--- src/msd_pkg.sv ---
package msd_pkg;

    localparam int DIGITS = 8;
    localparam int IDX_W = $clog2(DIGITS);
    localparam int GRP_W = 14;

    localparam logic [7:0]  DASH_PATTERN = 8'hfd;
    localparam logic [15:0] BLANK_FRAME  = 16'h00ff;
    localparam logic [18:0] GROUP_LIMIT  = 19'd10000;

    // floor(v / 10000) == (v * RECIP_10K) >> RECIP_SHIFT for any 32-bit v
    localparam logic [31:0] RECIP_10K   = 32'hd1b71759;
    localparam int          RECIP_SHIFT = 45;

    typedef enum logic [1:0] {
        OP_WRITE = 2'd0,
        OP_TICK  = 2'd1,
        OP_BLANK = 2'd2
    } op_t;

    typedef struct packed {
        logic [1:0]       op;
        logic             ovf;
        logic [GRP_W-1:0] hi;
        logic [GRP_W-1:0] lo;
    } msd_groups_t;

    typedef struct packed {
        logic [1:0]      op;
        logic            ovf;
        logic [3:0][3:0] hdig;   // [0] is the thousands digit
        logic [3:0][3:0] ldig;
    } msd_digits_t;

    typedef struct packed {
        logic [3:0]       digit;
        logic [GRP_W-1:0] rem;
    } digit_step_t;

    // One decimal digit off the top of g, unit being 1000, 100 or 10.
    function automatic digit_step_t digit_step(input logic [GRP_W-1:0] g,
                                               input logic [GRP_W-1:0] unit);
        digit_step_t      r;
        logic [GRP_W-1:0] thr;
        r.digit = '0;
        r.rem   = g;
        thr     = '0;
        for (int k = 1; k < 10; k++)
        begin
            thr = thr + unit;
            if (g >= thr)
            begin
                r.digit = 4'(k);
                r.rem   = g - thr;
            end
        end
        return r;
    endfunction

    // Active-low font
    function automatic logic [7:0] seg_font(input logic [3:0] d);
        logic [7:0] s;
        unique case (d)
            4'd0:    s = 8'h03;
            4'd1:    s = 8'h9f;
            4'd2:    s = 8'h25;
            4'd3:    s = 8'h0d;
            4'd4:    s = 8'h99;
            4'd5:    s = 8'h49;
            4'd6:    s = 8'h41;
            4'd7:    s = 8'h1f;
            4'd8:    s = 8'h01;
            4'd9:    s = 8'h09;
            default: s = 8'hff;
        endcase
        return s;
    endfunction

    function automatic logic [15:0] digit_select(input logic [IDX_W-1:0] idx);
        logic [15:0] s;
        unique case (idx)
            3'd0: s = 16'h0800;
            3'd1: s = 16'h0400;
            3'd2: s = 16'h0200;
            3'd3: s = 16'h0100;
            3'd4: s = 16'h8000;
            3'd5: s = 16'h4000;
            3'd6: s = 16'h2000;
            3'd7: s = 16'h1000;
        endcase
        return s;
    endfunction

endpackage

--- src/msd_split.sv ---
module msd_split
    import msd_pkg::*;
(
    input  logic        clk,
    input  logic        rst_n,
    input  logic        in_valid,
    output logic        in_ready,
    input  logic [1:0]  in_op,
    input  logic [31:0] in_value,
    output logic        out_valid,
    input  logic        out_ready,
    output msd_groups_t out_data
);

    logic             v1_reg;
    logic [1:0]       op1_reg;
    logic [GRP_W-1:0] low1_reg;
    logic [18:0]      q1_reg;
    logic             v2_reg;
    msd_groups_t      grp2_reg;

    logic             ready1;
    logic             ready2;
    logic [63:0]      prod;
    logic [18:0]      q_next;
    logic [GRP_W-1:0] qlo_prod;
    msd_groups_t      grp2_next;

    assign ready2   = !v2_reg || out_ready;
    assign ready1   = !v1_reg || ready2;
    assign in_ready = ready1;

    // stage 1: quotient by 10000 through the reciprocal
    assign prod   = 64'(in_value) * 64'(RECIP_10K);
    assign q_next = prod[RECIP_SHIFT +: 19];

    // stage 2: remainder fits in 14 bits, so only the low bits matter
    assign qlo_prod = GRP_W'(q1_reg[GRP_W-1:0] * 14'd10000);

    always_comb
    begin
        grp2_next.op  = op1_reg;
        grp2_next.ovf = (q1_reg >= GROUP_LIMIT);
        grp2_next.hi  = q1_reg[GRP_W-1:0];
        grp2_next.lo  = low1_reg - qlo_prod;
    end

    always_ff @(posedge clk or negedge rst_n)
    begin
        if (!rst_n)
        begin
            v1_reg <= 1'b0;
            v2_reg <= 1'b0;
        end
        else
        begin
            if (ready1)
                v1_reg <= in_valid;
            if (ready2)
                v2_reg <= v1_reg;
        end
    end

    always_ff @(posedge clk)
    begin
        if (ready1 && in_valid)
        begin
            op1_reg  <= in_op;
            low1_reg <= in_value[GRP_W-1:0];
            q1_reg   <= q_next;
        end
        if (ready2 && v1_reg)
            grp2_reg <= grp2_next;
    end

    assign out_valid = v2_reg;
    assign out_data  = grp2_reg;

endmodule

--- src/msd_digits.sv ---
module msd_digits
    import msd_pkg::*;
(
    input  logic        clk,
    input  logic        rst_n,
    input  logic        in_valid,
    output logic        in_ready,
    input  msd_groups_t in_data,
    output logic        out_valid,
    input  logic        out_ready,
    output msd_digits_t out_data
);

    logic             v3_reg;
    logic [1:0]       op3_reg;
    logic             ovf3_reg;
    logic [3:0]       hth3_reg;
    logic [3:0]       lth3_reg;
    logic [GRP_W-1:0] hrem3_reg;
    logic [GRP_W-1:0] lrem3_reg;
    logic             v4_reg;
    msd_digits_t      dig4_reg;

    logic        ready3;
    logic        ready4;
    digit_step_t hth;
    digit_step_t lth;
    digit_step_t hhu;
    digit_step_t lhu;
    digit_step_t hte;
    digit_step_t lte;
    msd_digits_t dig4_next;

    assign ready4   = !v4_reg || out_ready;
    assign ready3   = !v3_reg || ready4;
    assign in_ready = ready3;

    assign hth = digit_step(in_data.hi, 14'd1000);
    assign lth = digit_step(in_data.lo, 14'd1000);

    assign hhu = digit_step(hrem3_reg, 14'd100);
    assign lhu = digit_step(lrem3_reg, 14'd100);
    assign hte = digit_step(hhu.rem, 14'd10);
    assign lte = digit_step(lhu.rem, 14'd10);

    always_comb
    begin
        dig4_next.op      = op3_reg;
        dig4_next.ovf     = ovf3_reg;
        dig4_next.hdig[0] = hth3_reg;
        dig4_next.hdig[1] = hhu.digit;
        dig4_next.hdig[2] = hte.digit;
        dig4_next.hdig[3] = hte.rem[3:0];
        dig4_next.ldig[0] = lth3_reg;
        dig4_next.ldig[1] = lhu.digit;
        dig4_next.ldig[2] = lte.digit;
        dig4_next.ldig[3] = lte.rem[3:0];
    end

    always_ff @(posedge clk or negedge rst_n)
    begin
        if (!rst_n)
        begin
            v3_reg <= 1'b0;
            v4_reg <= 1'b0;
        end
        else
        begin
            if (ready3)
                v3_reg <= in_valid;
            if (ready4)
                v4_reg <= v3_reg;
        end
    end

    always_ff @(posedge clk)
    begin
        if (ready3 && in_valid)
        begin
            op3_reg   <= in_data.op;
            ovf3_reg  <= in_data.ovf;
            hth3_reg  <= hth.digit;
            lth3_reg  <= lth.digit;
            hrem3_reg <= hth.rem;
            lrem3_reg <= lth.rem;
        end
        if (ready4 && v3_reg)
            dig4_reg <= dig4_next;
    end

    assign out_valid = v4_reg;
    assign out_data  = dig4_reg;

endmodule

--- src/multiplexed_seven_segment_driver.sv ---
// Eight-digit multiplexed seven-segment driver.
// Input channel (in_valid / in_stall, op, value): a beat is taken at a clock
// edge with in_valid high and in_stall low. op write converts value to
// decimal and loads the eight segment bytes; op tick advances the scan index
// and emits one frame; op blank emits the all-off frame; op code 3 is dropped.
// Output channel (out_valid / out_stall, frame): frame[15:8] is the one-hot
// digit select, frame[7:0] the active-low segment byte.
// Path: a tick or blank frame reaches out_valid through the input register,
// the divide-by-10000 multiply, remainder, two digit extraction stages and
// the output register. One beat per cycle is accepted while in_stall is low.
// All items pass through the same pipe in order, so a tick always shows the
// segment bytes of every write accepted ahead of it.
// Reset clears the pipe, sets the scan index to 0 (the first tick shows
// digit 1) and loads the font patterns for 0..7 into the segment bytes.
// While out_stall holds a frame, the pipe stages behind it keep filling; the
// input stalls once every stage holds a beat.
module multiplexed_seven_segment_driver
    import msd_pkg::*;
(
    input  logic        clk,
    input  logic        rst_n,
    input  logic        in_valid,
    output logic        in_stall,
    input  logic [1:0]  op,
    input  logic [31:0] value,
    output logic        out_valid,
    input  logic        out_stall,
    output logic [15:0] frame
);

    logic        v0_reg;
    logic [1:0]  op0_reg;
    logic [31:0] value0_reg;

    logic [7:0]       store_reg [DIGITS];
    logic [IDX_W-1:0] scan_idx_reg;
    logic [IDX_W-1:0] scan_idx_next;
    logic             out_valid_reg;
    logic [15:0]      frame_reg;

    logic        split_ready;
    logic        grp_valid;
    msd_groups_t grp_data;
    logic        grp_ready;
    logic        dig_valid;
    msd_digits_t dig_data;

    logic out_ready;
    logic take;
    logic write_fire;
    logic tick_fire;
    logic blank_fire;

    assign in_stall = v0_reg && !split_ready;

    always_ff @(posedge clk or negedge rst_n)
    begin
        if (!rst_n)
            v0_reg <= 1'b0;
        else if (!in_stall)
            v0_reg <= in_valid;
    end

    always_ff @(posedge clk)
    begin
        if (!in_stall && in_valid)
        begin
            op0_reg    <= op;
            value0_reg <= value;
        end
    end

    msd_split u_split (
        .clk       (clk),
        .rst_n     (rst_n),
        .in_valid  (v0_reg),
        .in_ready  (split_ready),
        .in_op     (op0_reg),
        .in_value  (value0_reg),
        .out_valid (grp_valid),
        .out_ready (grp_ready),
        .out_data  (grp_data)
    );

    msd_digits u_digits (
        .clk       (clk),
        .rst_n     (rst_n),
        .in_valid  (grp_valid),
        .in_ready  (grp_ready),
        .in_data   (grp_data),
        .out_valid (dig_valid),
        .out_ready (out_ready),
        .out_data  (dig_data)
    );

    assign out_ready     = !out_valid_reg || !out_stall;
    assign take          = dig_valid && out_ready;
    assign write_fire    = take && (dig_data.op == OP_WRITE);
    assign tick_fire     = take && (dig_data.op == OP_TICK);
    assign blank_fire    = take && (dig_data.op == OP_BLANK);
    assign scan_idx_next = scan_idx_reg + IDX_W'(1);

    always_ff @(posedge clk or negedge rst_n)
    begin
        if (!rst_n)
        begin
            for (int i = 0; i < DIGITS; i++)
                store_reg[i] <= seg_font(4'(i));
            scan_idx_reg  <= '0;
            out_valid_reg <= 1'b0;
            frame_reg     <= '0;
        end
        else
        begin
            if (write_fire)
            begin
                for (int i = 0; i < 4; i++)
                begin
                    store_reg[i]     <= dig_data.ovf ? DASH_PATTERN
                                                     : seg_font(dig_data.hdig[i]);
                    store_reg[i + 4] <= seg_font(dig_data.ldig[i]);
                end
            end
            if (tick_fire)
                scan_idx_reg <= scan_idx_next;
            if (out_ready)
                out_valid_reg <= tick_fire || blank_fire;
            if (tick_fire)
                frame_reg <= digit_select(scan_idx_next) | {8'h00, store_reg[scan_idx_next]};
            else if (blank_fire)
                frame_reg <= BLANK_FRAME;
        end
    end

    assign out_valid = out_valid_reg;
    assign frame     = frame_reg;

    a_select_onehot: assert property (@(posedge clk) disable iff (!rst_n)
        out_valid_reg |-> $onehot0(frame_reg[15:8]))
        else $error("digit select not one-hot");

    a_blank_frame: assert property (@(posedge clk) disable iff (!rst_n)
        out_valid_reg && (frame_reg[15:8] == 8'h00) |-> (frame_reg[7:0] == 8'hff))
        else $error("frame without digit select is not blank");

    a_scan_hold: assert property (@(posedge clk) disable iff (!rst_n)
        !tick_fire |=> $stable(scan_idx_reg))
        else $error("scan index moved without a tick");

    a_tick_frame: assert property (@(posedge clk) disable iff (!rst_n)
        tick_fire |=> out_valid_reg && (frame_reg[15:8] != 8'h00))
        else $error("tick did not produce a digit frame");

endmodule
--- config.mk ---
export PLATFORM = sky130hd
export DESIGN_NAME = multiplexed_seven_segment_driver
export DESIGN_NICKNAME = d
export VERILOG_FILES = /design/src/msd_pkg.sv /design/src/msd_split.sv /design/src/msd_digits.sv /design/src/multiplexed_seven_segment_driver.sv
export SDC_FILE = /design/constraint.sdc
export NUM_CORES = 2
export LEC_CHECK = 0
export BUFFER_PORTS_ARGS = -buffer_cell sky130_fd_sc_hd__buf_2
export CAP_MARGIN = 20
export CORE_MARGIN = 2
export CORE_UTILIZATION = 50
export DETAILED_ROUTE_END_ITERATION = 12
export HOLD_SLACK_MARGIN = 0.12
export PLACE_DENSITY = 0.68
export SLEW_MARGIN = 30
export SYNTH_ARGS = -nofsm -noshare
export SYNTH_HDL_FRONTEND = slang
export SYNTH_SLANG_ARGS = --single-unit
--- constraint.sdc ---
create_clock -name clk -period 11.6 [get_ports clk]
set_input_delay 0.58 -clock clk [delete_from_list [all_inputs] [get_ports clk]]
set_output_delay 0.58 -clock clk [all_outputs]
set_load 0.01 [all_outputs]
==> insert_results.sql <==
INSERT INTO impl_metrics (metric_group, metric, value, unit) VALUES
('setup_path', 'r2r_start', 'value0_reg[5]$_DFFE_PP_', ''),
('clock_tree', 'htreeDepth', '1', ''),
('place', 'buffer_ports.inserted', '55', ''),
('clock_tree', 'tritoncts', 'yes', ''),
('route', 'routed-wl-met3', '5.96', 'mm'),
('timing', 'final_period_minus_worst_setup_slack', '9420', 'ps'),
('setup_path', 'rr_endpoint', 'u_split.q1_reg[18]$_DFFE_PP_', ''),
('route', 'first_pass_iters', '8', ''),
('finish', 'layout.filler_cells', '6461', ''),
('global_routing', 'grt_pass1_wl', '156', 'mm'),
('route', 'dr_total_vias', '27600', ''),
('global_routing', 'via_count_of_the_first_global_routing_pass', '28000', ''),
('setup_path', 'startpoint_type', 'register', ''),
('worst_hold_path', 'hold_class', 'input port to register', ''),
('route', 'initialDrtViolationCount', '2214', ''),
('floorplan', 'design.core.area', '73000', 'sq um'),
('finish', 'mostFrequentLayoutCell', 'inv_1', ''),
('yosys', 'synth_compound_area_frac', '0.142', ''),
('yosys', 'dominant_combinational_cell_family_by_area_after_synthesis', 'adder cells', ''),
('yosys', 'synthSimpleGateAreaFrac', '0.0995', ''),
('route', 'wl_per_cell', '20.3', 'um'),
('yosys', 'synth-seq-cells', '269', ''),
('run_status', 'outcome', 'complete, no violations', ''),
('route', 'wl_met1', '41.4', 'mm'),
('setup_path', 'crit_required', '11960', 'ps'),
('setup_path', 'cp_data_arrival_time', '9770', 'ps'),
('setup_path', 'r2r_slack', '2180', 'ps'),
('finish', 'final_core_util', '0.538', ''),
('route', 'wl_met2', '47.0', 'mm'),
('yosys', 'synth_sequential_area_ratio', '0.205', ''),
('timing', 'report.final.hold_viol_count', '0', ''),
('timing', 'finClkSkew', '20.1', 'ps'),
('timing', 'rsz0062_at_grt', 'no', ''),
('clock_tree', 'cts_num_sinks', '269', ''),
('timing', 'achievable-frequency', '106', 'MHz'),
('setup_path', 'ff2ff_path_depth', '26', ''),
('floorplan', 'initial_core_util', '0.505', ''),
('finish', 'layout_common_cells', 'inv_1, ha_1, fa_1', ''),
('timing', 'finalCritPeriodShare', '0.812', ''),
('yosys', 'ys_types', '103', ''),
('setup_path', 'crit_slowest_cell', 'edfxtp_1', ''),
('floorplan', 'floorplan.rows', '99', ''),
('route', 'drtAntennaViolNets', '0', ''),
('worst_hold_path', 'hold_path_sink', 'value0_reg[20]$_DFFE_PP_', ''),
('global_routing', 'global_route.overflow_total', '0', ''),
('clock_tree', 'ctsRootBufferMaster', 'clkbuf_16', ''),
('yosys', 'synth-xor-area-share', '0.0195', ''),
('yosys', 'number_of_synthesized_flops_with_an_enable_pin', '174', ''),
('route', 'route.detailed.drc', '0', ''),
('floorplan', 'design.die.area', '75900', 'sq um'),
('finish', 'largest_register_ffs', '56', ''),
('setup_path', 'critical-path-max-stage-delay', '640', 'ps'),
('finish', 'finalNetCount', '4818', ''),
('floorplan', 'die_y', '276', 'um'),
('yosys', 'synth.cell_area', '36900', 'sq um'),
('yosys', 'yosys_most_used_dff', 'edfxtp_1', ''),
('global_routing', 'groute.usage.overall', '0.262', ''),
('worst_hold_path', 'hold_path_depth', '1', ''),
('timing', 'max_slew.worst_pin.slew', '989', 'ps'),
('yosys', 'synth_cells', '3806', ''),
('finish', 'antenna_cells_inserted', '0', ''),
('setup_path', 'most_used_cell_cp', 'fa_1', ''),
('place', 'finalWeightedCongestion', '0.970', ''),
('clock_tree', 'reg_clk_slew_reported_paths', '60', 'ps'),
('setup_path', 'crit_path_max_fanout', '11', ''),
('route', 'highest-signal-layer', 'met4', ''),
('worst_hold_path', 'worst_hold_startpoint', 'value[20]', ''),
('route', 'routed_wirelength', '96.9', 'mm'),
('finish', 'final_layout_size_suffix_gt1_frac', '0.0562', ''),
('floorplan', 'chipWidth', '276', 'um'),
('yosys', 'synth.mux.area_fraction', '0.0186', '');
## kinds of logic after synthesis
group / after synthesis
adders and majority gates: 981
and+or+nand+nor: 759
buffers and inverters: 875
xor gates and xnor gates: 82
muxes: 50
AOI/OAI and AO/OA: 790
DFF: 269
## synthesized netlist by cell type, types with 25 or more instances
library cell	count	area share
nor3_1	47	0.0064
xnor2_1	63	0.015
nand2b_1	31	0.0053
mux2i_1	29	0.0079
o31ai_1	30	0.0061
a211oi_1	25	0.0051
o22ai_1	31	0.0053
o211ai_1	32	0.0065
a21oi_1	191	0.026
fa_1	454	0.25
nand3_1	58	0.0079
a31oi_1	37	0.0063
nor2_1	171	0.017
a21o_1	49	0.010
and2_1	26	0.0044
nand2_1	263	0.027
o21ai_0	176	0.024
clkbuf_1	109	0.011
inv_1	744	0.076
ha_1	527	0.18
dfrtp_1	61	0.041
edfxtp_1	174	0.14
## worst max-delay path by stage
stage,from,to,slack [ps],depth (start not counted)
2_1_floorplan,value0_reg[4]$_DFFE_PP_,u_split.q1_reg[18]$_DFFE_PP_,3320,26
3_3_place_gp,value0_reg[5]$_DFFE_PP_,u_split.q1_reg[18]$_DFFE_PP_,2260,26
3_5_place_dp,value0_reg[4]$_DFFE_PP_,u_split.q1_reg[18]$_DFFE_PP_,2170,26
4_1_cts,value0_reg[4]$_DFFE_PP_,u_split.q1_reg[18]$_DFFE_PP_,2130,26
5_1_grt,value0_reg[3]$_DFFE_PP_,u_split.q1_reg[18]$_DFFE_PP_,1660,26
6_report,value0_reg[5]$_DFFE_PP_,u_split.q1_reg[18]$_DFFE_PP_,2180,26
## area by class of cell
type / instances / area (sq um) / area share
Multi-Input combinational cell: 2662 / 26000 / 0.663
Sequential cell: 269 / 7560 / 0.193
Inverter: 750 / 2820 / 0.0718
Tap cell: 959 / 1200 / 0.0306
Clock buffer: 37 / 828 / 0.0211
Timing Repair Buffer: 86 / 549 / 0.0140
Clock inverter: 19 / 254 / 0.00647
## layer usage
layer | vias to the layer above | track usage
li1 | 12900 | -
met1 | 13600 | 0.356
met2 | 973 | 0.447
met3 | 167 | 0.0301
met4 | 0 | 0.0640
met5 | - | 0
## metrics by stage
| step | worst slack [ps] | std cells | cell area (sq um) |
|---|---|---|---|
| after detailed placement | 2170 | 4712 | 38000 |
| after CTS | 2130 | 4782 | 39200 |
| after global placement | 2260 | 4712 | 38000 |
| after global routing | 1660 | 4782 | 39200 |
| after floorplan | 3320 | 3806 | 36900 |
| final | 2180 | 4782 | 39200 |
## critical path, delay by kind of cell (launching register included)
family                     cells  cell delay (ps)
xor gates and xnor gates       1              130
buffers and inverters          4              260
AOI/OAI and AO/OA             12             3670
DFF                            1              640
adders and majority gates      9             4450
## timing repair
item                                    in CTS  in global routing
hold buffers                                14                  0
setup buffers                                0                  0
endpoints found under the setup margin       0                  0
resized for setup                            0                  0
hold endpoints to repair                    74                  0
Power is not shown: default switching activity piles up to over one toggle a cycle in this logic, so the estimate is an artifact.
